### src/hdl/mtpa_pkg.sv
// mtpa_pkg: widths, pipeline depths and the side-band type shared by the
// d-axis current reference pipeline. No dependencies.
package mtpa_pkg;

  localparam int W        = 24;                // register and current width
  localparam int PROD_W   = 2 * W;             // 24x24 product
  localparam int RAD_W    = 98;                // radicand, padded to even width
  localparam int ROOT_W   = RAD_W / 2;         // root bits, one per sqrt stage
  localparam int REM_W    = ROOT_W + 2;        // sqrt remainder
  localparam int QUO_W    = W + 1;             // quotient bits, one per div stage
  localparam int DIV_W    = W + 1;             // divisor 2*(lq-ld)
  localparam int NUM_W    = ROOT_W;            // dividend s - flux*2^16
  localparam int FRONT_LAT = 4;
  localparam int LATENCY  = FRONT_LAT + ROOT_W + QUO_W + 1;

  localparam logic [1:0] REG_FLUX = 2'd0;
  localparam logic [1:0] REG_LD   = 2'd1;
  localparam logic [1:0] REG_LQ   = 2'd2;

  localparam logic [W:0] MAG_SAT = (W+1)'(1) << (W - 1);

  typedef struct packed {
    logic         pos;   // lq above ld
    logic [W-1:0] dd;    // lq - ld
    logic [W-1:0] flux;
  } side_t;

endpackage

### src/hdl/mtpa_div.sv
// mtpa_div: pipelined restoring divider (s - flux*2^16) / (2*d), one quotient
// bit per stage, saturated magnitude out. Depends on mtpa_pkg.
module mtpa_div (
  input  logic                            clk,
  input  logic                            rst_n,
  input  logic                            in_vld,
  input  logic [mtpa_pkg::ROOT_W-1:0]     root,
  input  mtpa_pkg::side_t                 in_side,
  output logic                            out_vld,
  output logic [mtpa_pkg::W:0]            mag
);

  localparam int N  = mtpa_pkg::QUO_W;
  localparam int DW = mtpa_pkg::DIV_W;
  localparam int NW = mtpa_pkg::NUM_W;
  localparam int W  = mtpa_pkg::W;

  logic [NW-1:0] base;
  logic [NW-1:0] num0;

  assign base = {9'b0, in_side.flux, 16'b0};
  assign num0 = (in_side.pos && root > base) ? (root - base) : '0;

  logic [N-1:0]  vld_r;
  logic [DW-1:0] rem_r  [N];
  logic [NW-1:0] num_r  [N];
  logic [N-1:0]  quo_r  [N];
  logic [DW-1:0] dvs_r  [N];
  logic          pos_r  [N];

  genvar i;
  generate
    for (i = 0; i < N; i++) begin : g_stage
      logic          vld_in;
      logic [DW-1:0] rem_in;
      logic [NW-1:0] num_in;
      logic [N-1:0]  quo_in;
      logic [DW-1:0] dvs_in;
      logic          pos_in;
      logic [DW:0]   trial;
      logic          take;

      if (i == 0) begin : g_first
        assign vld_in = in_vld;
        // high part is below the divisor since the quotient fits QUO_W bits
        assign rem_in = {1'b0, num0[NW-1:N]};
        assign num_in = num0;
        assign quo_in = '0;
        assign dvs_in = {in_side.dd, 1'b0};
        assign pos_in = in_side.pos;
      end else begin : g_next
        assign vld_in = vld_r[i-1];
        assign rem_in = rem_r[i-1];
        assign num_in = num_r[i-1];
        assign quo_in = quo_r[i-1];
        assign dvs_in = dvs_r[i-1];
        assign pos_in = pos_r[i-1];
      end

      assign trial = {rem_in, num_in[N-1-i]};
      assign take  = trial >= {1'b0, dvs_in};

      always_ff @(posedge clk) begin
        if (!rst_n) begin
          vld_r[i] <= 1'b0;
        end else begin
          vld_r[i] <= vld_in;
        end
        rem_r[i] <= take ? DW'(trial - {1'b0, dvs_in}) : trial[DW-1:0];
        num_r[i] <= num_in;
        quo_r[i] <= {quo_in[N-2:0], take};
        dvs_r[i] <= dvs_in;
        pos_r[i] <= pos_in;
      end
    end
  endgenerate

  logic [W:0] quo;
  assign quo = quo_r[N-1];

  assign out_vld = vld_r[N-1];
  assign mag = !pos_r[N-1] ? '0 :
               (quo > mtpa_pkg::MAG_SAT) ? mtpa_pkg::MAG_SAT : quo;

endmodule

### config.mk
export PLATFORM = sky130hd
export DESIGN_NAME = mtpa_div
export DESIGN_NICKNAME = d
export VERILOG_FILES = /design/src/hdl/mtpa_pkg.sv /design/src/hdl/mtpa_div.sv
export SDC_FILE = /design/constraint.sdc
export NUM_CORES = 2
export LEC_CHECK = 0
export ABC_AREA = 1
export BUFFER_PORTS_ARGS = -buffer_cell sky130_fd_sc_hd__buf_2
export CAP_MARGIN = 20
export CORE_MARGIN = 5
export CORE_UTILIZATION = 55
export CTS_BUF_LIST = sky130_fd_sc_hd__clkbuf_16
export CTS_CLUSTER_DIAMETER = 100
export DETAILED_ROUTE_END_ITERATION = 8
export PLACE_DENSITY = 0.71
export RECOVER_POWER = 100
export SKIP_LAST_GASP = 1
export SYNTH_ARGS = -nofsm -noshare
export SYNTH_HDL_FRONTEND = slang
export SYNTH_SLANG_ARGS = --single-unit
### constraint.sdc
create_clock -name clk -period 6.9 [get_ports clk]
set_input_delay 1.38 -clock clk [delete_from_list [all_inputs] [get_ports clk]]
set_output_delay 1.38 -clock clk [all_outputs]
set_load 0.01 [all_outputs]
Word-level counts from Yosys, hierarchy flattened
Memory sizes are Yosys's and may differ from the RTL's. Index checks and enable logic that the tools add are counted.

Register bits after elaboration: 25. Bits in writable memories: 3125. Input port bits: 101. Output and inout bits: 26. Memories kept: 5.

Memory list: num_r (depth 25, width 49, read ports 24, clocked after memory_dff 0, wr ports 25, line mtpa_div.sv:26) `logic [NW-1:0] num_r [N];`; dvs_r (depth 25, width 25, read ports 24, clocked after memory_dff 0, wr ports 25, line mtpa_div.sv:28) `logic [DW-1:0] dvs_r [N];`; quo_r (depth 25, width 25, read ports 25, clocked after memory_dff 0, wr ports 25, line mtpa_div.sv:27) `logic [N-1:0] quo_r [N];`; rem_r (depth 25, width 25, read ports 24, clocked after memory_dff 0, wr ports 25, line mtpa_div.sv:25) `logic [DW-1:0] rem_r [N];`; pos_r (depth 25, width 1, read ports 25, clocked after memory_dff 0, wr ports 25, line mtpa_div.sv:29) `logic pos_r [N];`.

Add/sub/neg operators: 26. Magnitude comparators: 27. Multiplexer cells: 28. Reduce and logical (&&, ||, !) cells: 1.

Operators by type and width (count): 25-bit 2-to-1 mux (27); 25-bit subtractor (25); 26-bit by 25-bit >= comparator with 1-bit output (24); 49-bit by 40-bit greater-than comparator with 1-bit output (1); 49-bit 2-to-1 mux (1); 49-bit by 40-bit subtractor with 49-bit output (1); 25-bit >= comparator (1); 25-bit by 24-bit greater-than comparator with 1-bit output, second input constant (1); 1-bit logical AND (1).

Depth between registers and ports, before layout
Word-level depth: 5. Depth in mapped cells: 30. Gate-level depth less buffers: 29.

Least setup slack after synthesis
OpenSTA, ideal clock, no wires.

Path kind: input to register. From: input port in_side[7] (netlist bit). To: memory rem_r[0][14] (netlist bit). Setup time: 0.059 ns. Arrival time: 4.518 ns. Required time: 6.841 ns. Slack: 2.323 ns. Cell stages on the path: 27. Buffers on the path: 2. Path through: inv_1 ha_1 nand2_1 inv_1 a21oi_1 nand2_1 nand2_1 nand2_1 nand2_1 nand3_2 nand2_1 buf_2 nor2_1 inv_1 ha_1 inv_1 fa_1 nand3_1 nand2_1 nand3_1 nand2_1 nand3_1 nand3_1 nand3_2 clkbuf_1 nand4_1 nand2_1.

RTL lines: start: declaration (line mtpa_div.sv:8) `input mtpa_pkg::side_t in_side,`; end: declaration (line mtpa_div.sv:25).

==> results.ini <==
[clocking]
clk_pin_slew_ns = 0.06
cts_resized = 0
clock_sinks = 1851
root_buffer = clkbuf_16
cts_buffer_depth = 3
clock_latency_ns = 0.81
cts_setup_buffers = 0
hold_buffers = 0
h-tree-depth = 4
cts_tree = built
numCtsBuffers = 177

[grt]
grt_pass1_wl_um = 367000
grt.overflow.total = 0
grt_pass1_vias = 66400
antenna_found_initial = 18
grt_max_degree = 49
top_usage_layer = met2
use_met1 = 0.394
met2_usage = 0.484
use_met3 = 0.0427
grt_usage = 0.294

[placed_design]
io_buffers = 125
post-place-ws_ns = 1.08
gp_congestion = 0.977
dp_hpwl_um = 193000

[setup_path]
path_buf_inv = 5
cp_top_family = simple AND/OR/NAND/NOR gates
critical_path_class = input port to register
cp_max_fo = 33
rrSetupSlack_ns = 2.00
slowest_stage = nand2_1
crit_required_ns = 7.55
arrival_ns = 6.25
worstSetupStartpointType = input port
max_stage_delay_ns = 1.00
cpMostUsedCell = nand2_1
crit_path_end_kind = register

[logic_synthesis]
syn_nets = 11100
yosysSeqAreaShare = 0.449
synth-edff-count = 0
synthFlopType = dfxtp_1
yosys_warnings = 0
synth_area_mm2 = 0.0825
syn-instance-count = 10300
async_reset_ff_frac = 0
avgSynthCellArea_um2 = 7.97
synth_cell_types = 51
ys_ff_latch = 1851

[timing]
layout_setup_ws_ns = 1.30
setup_viol = 0
clock_skew_ns = 0.0523
fmax_ghz = 0.179
fin_crit_sh = 0.812
slew_headroom = -0.366
slew_violations = 418
timing.hold.ws_ns = 0.313
worst_pin_slew_ns = 2.05
setup_tns_ns = 0
finalHoldViolCount = 0
rsz0062_at_grt = false
fin_crit_ns = 5.60

[floorplanning]
start_util = 0.552
die_w_um = 397
ioPinCount = 127
die_height_um = 397
coreArea_mm2 = 0.149
dieArea_mm2 = 0.158
rows = 142

[pwr]
ir_worst_vdd_mv = 0.323
power.leakage_nw = 43.4
power.density_mw_per_mm2 = 522

[finish]
areaGrowthSynthToFinish_pct = 10.0
final_cell_mix = nand2_1, dfxtp_1, inv_1
fin_nets = 11300
utilization = 0.608
drive_gt1_frac = 0.0441
layout_commonest_cell = nand2_1

[route]
drt-total-wl_um = 237000
dr.pass1.iters = 7
avgRoutedWirePerCell_um = 18.7
ant_nets = 0
drtIter0Drc = 4786
post-route-drc-count = 0
vias_per_cell = 5.33
vias = 67800

[min_path]
hold_class = register to register

[job]
drv_cap = 11

[outcome]
violations = max-capacitance violations, max-slew violations
outcome = finished, violations left

## synthesized netlist by cell type (14+ instances only)
master | n | share of area
a21boi_0 | 30 | 0.0027
a21boi_2 | 20 | 0.0027
a21o_1 | 47 | 0.0043
a21oi_1 | 797 | 0.048
a31oi_1 | 64 | 0.0049
buf_2 | 68 | 0.0041
buf_4 | 14 | 0.0013
buf_6 | 18 | 0.0025
clkbuf_1 | 29 | 0.0013
dfxtp_1 | 1851 | 0.45
fa_1 | 25 | 0.0061
ha_1 | 625 | 0.095
inv_1 | 1498 | 0.068
inv_2 | 16 | 0.00073
nand2_1 | 2085 | 0.095
nand3_1 | 386 | 0.023
nand3b_1 | 30 | 0.0027
nand4_1 | 164 | 0.012
nor2_1 | 821 | 0.037
nor3_1 | 169 | 0.010
nor4_1 | 47 | 0.0036
o211ai_1 | 36 | 0.0033
o21ai_0 | 718 | 0.044
o21ai_1 | 104 | 0.0063
o21ai_2 | 35 | 0.0037
o21bai_1 | 52 | 0.0047
or2_2 | 27 | 0.0020
xnor2_1 | 279 | 0.030
xor2_1 | 202 | 0.021
## power by group
| group | internal, mW | switching, mW | total, mW |
|---|---|---|---|
| Clock | 5.61 | 4.29 | 9.90 |
| Sequential | 13.9 | 1.99 | 15.9 |
| Combinational | 7.42 | 14.2 | 21.6 |
## logic make-up (layout without fill, tap and decap cells)
| kind of cell | count (synthesis) | after routing | synth area share |
|---|---|---|---|
| xor+xnor | 481 | 481 | 0.0510 |
| simple gates | 3776 | 3776 | 0.192 |
| buf+inv | 1643 | 1987 | 0.0780 |
| other cells | 1 | 6 | 0.0000454 |
| flops | 1851 | 1851 | 0.449 |
| compound gates | 1946 | 1946 | 0.129 |
| fa+ha+maj | 650 | 650 | 0.101 |
## flip-flops by register name, summed over array words and instances (netlist names)
register,flops
quo_r,325
dvs_r,576
num_r,300
g_stage.vld_in,24
rem_r,600
out_vld,1
pos_r,25
## stage by stage
stage | power, mW | std cells | cell area [um^2]
2_1_floorplan | 31.0 | 10300 | 82500
3_3_place_gp | 37.2 | 12400 | 85000
3_5_place_dp | 37.3 | 12400 | 85000
4_1_cts | 47.4 | 12700 | 91100
5_1_grt | 50.8 | 12700 | 90800
6_report | 47.4 | 12700 | 90800
## routing by layer
layer	vias up	wire length, um
met2	1991	107000
met1	31300	107000
met3	466	13400
met4	8	9560
met5	-	55
li1	34000	-
## layout make-up
type                            count  area (um^2)
Fill cell                       13600        58600
Multi-Input combinational cell   6854        38800
Sequential cell                  1851        37100
Inverter                         1514         5680
Clock buffer                      181         4530
Tap cell                         2016         2520
Clock inverter                    148         1510
Timing Repair Buffer              144          657
Antenna cell                        5         12.5
## path summary, 6_finish.rpt
check	depth (start not counted)	startpoint	endpoint
setup reg to reg	11	dvs_r[0][153]$_DFF_P_	rem_r[0][183]$_DFF_P_
setup / recovery	26	in_side[18]	rem_r[0][23]$_DFF_P_
hold / removal	0	quo_r[17][15]$_DFF_P_	quo_r[18][16]$_DFF_P_
hold reg to reg	0	quo_r[17][15]$_DFF_P_	quo_r[18][16]$_DFF_P_
(Power assumes the default switching activity.)
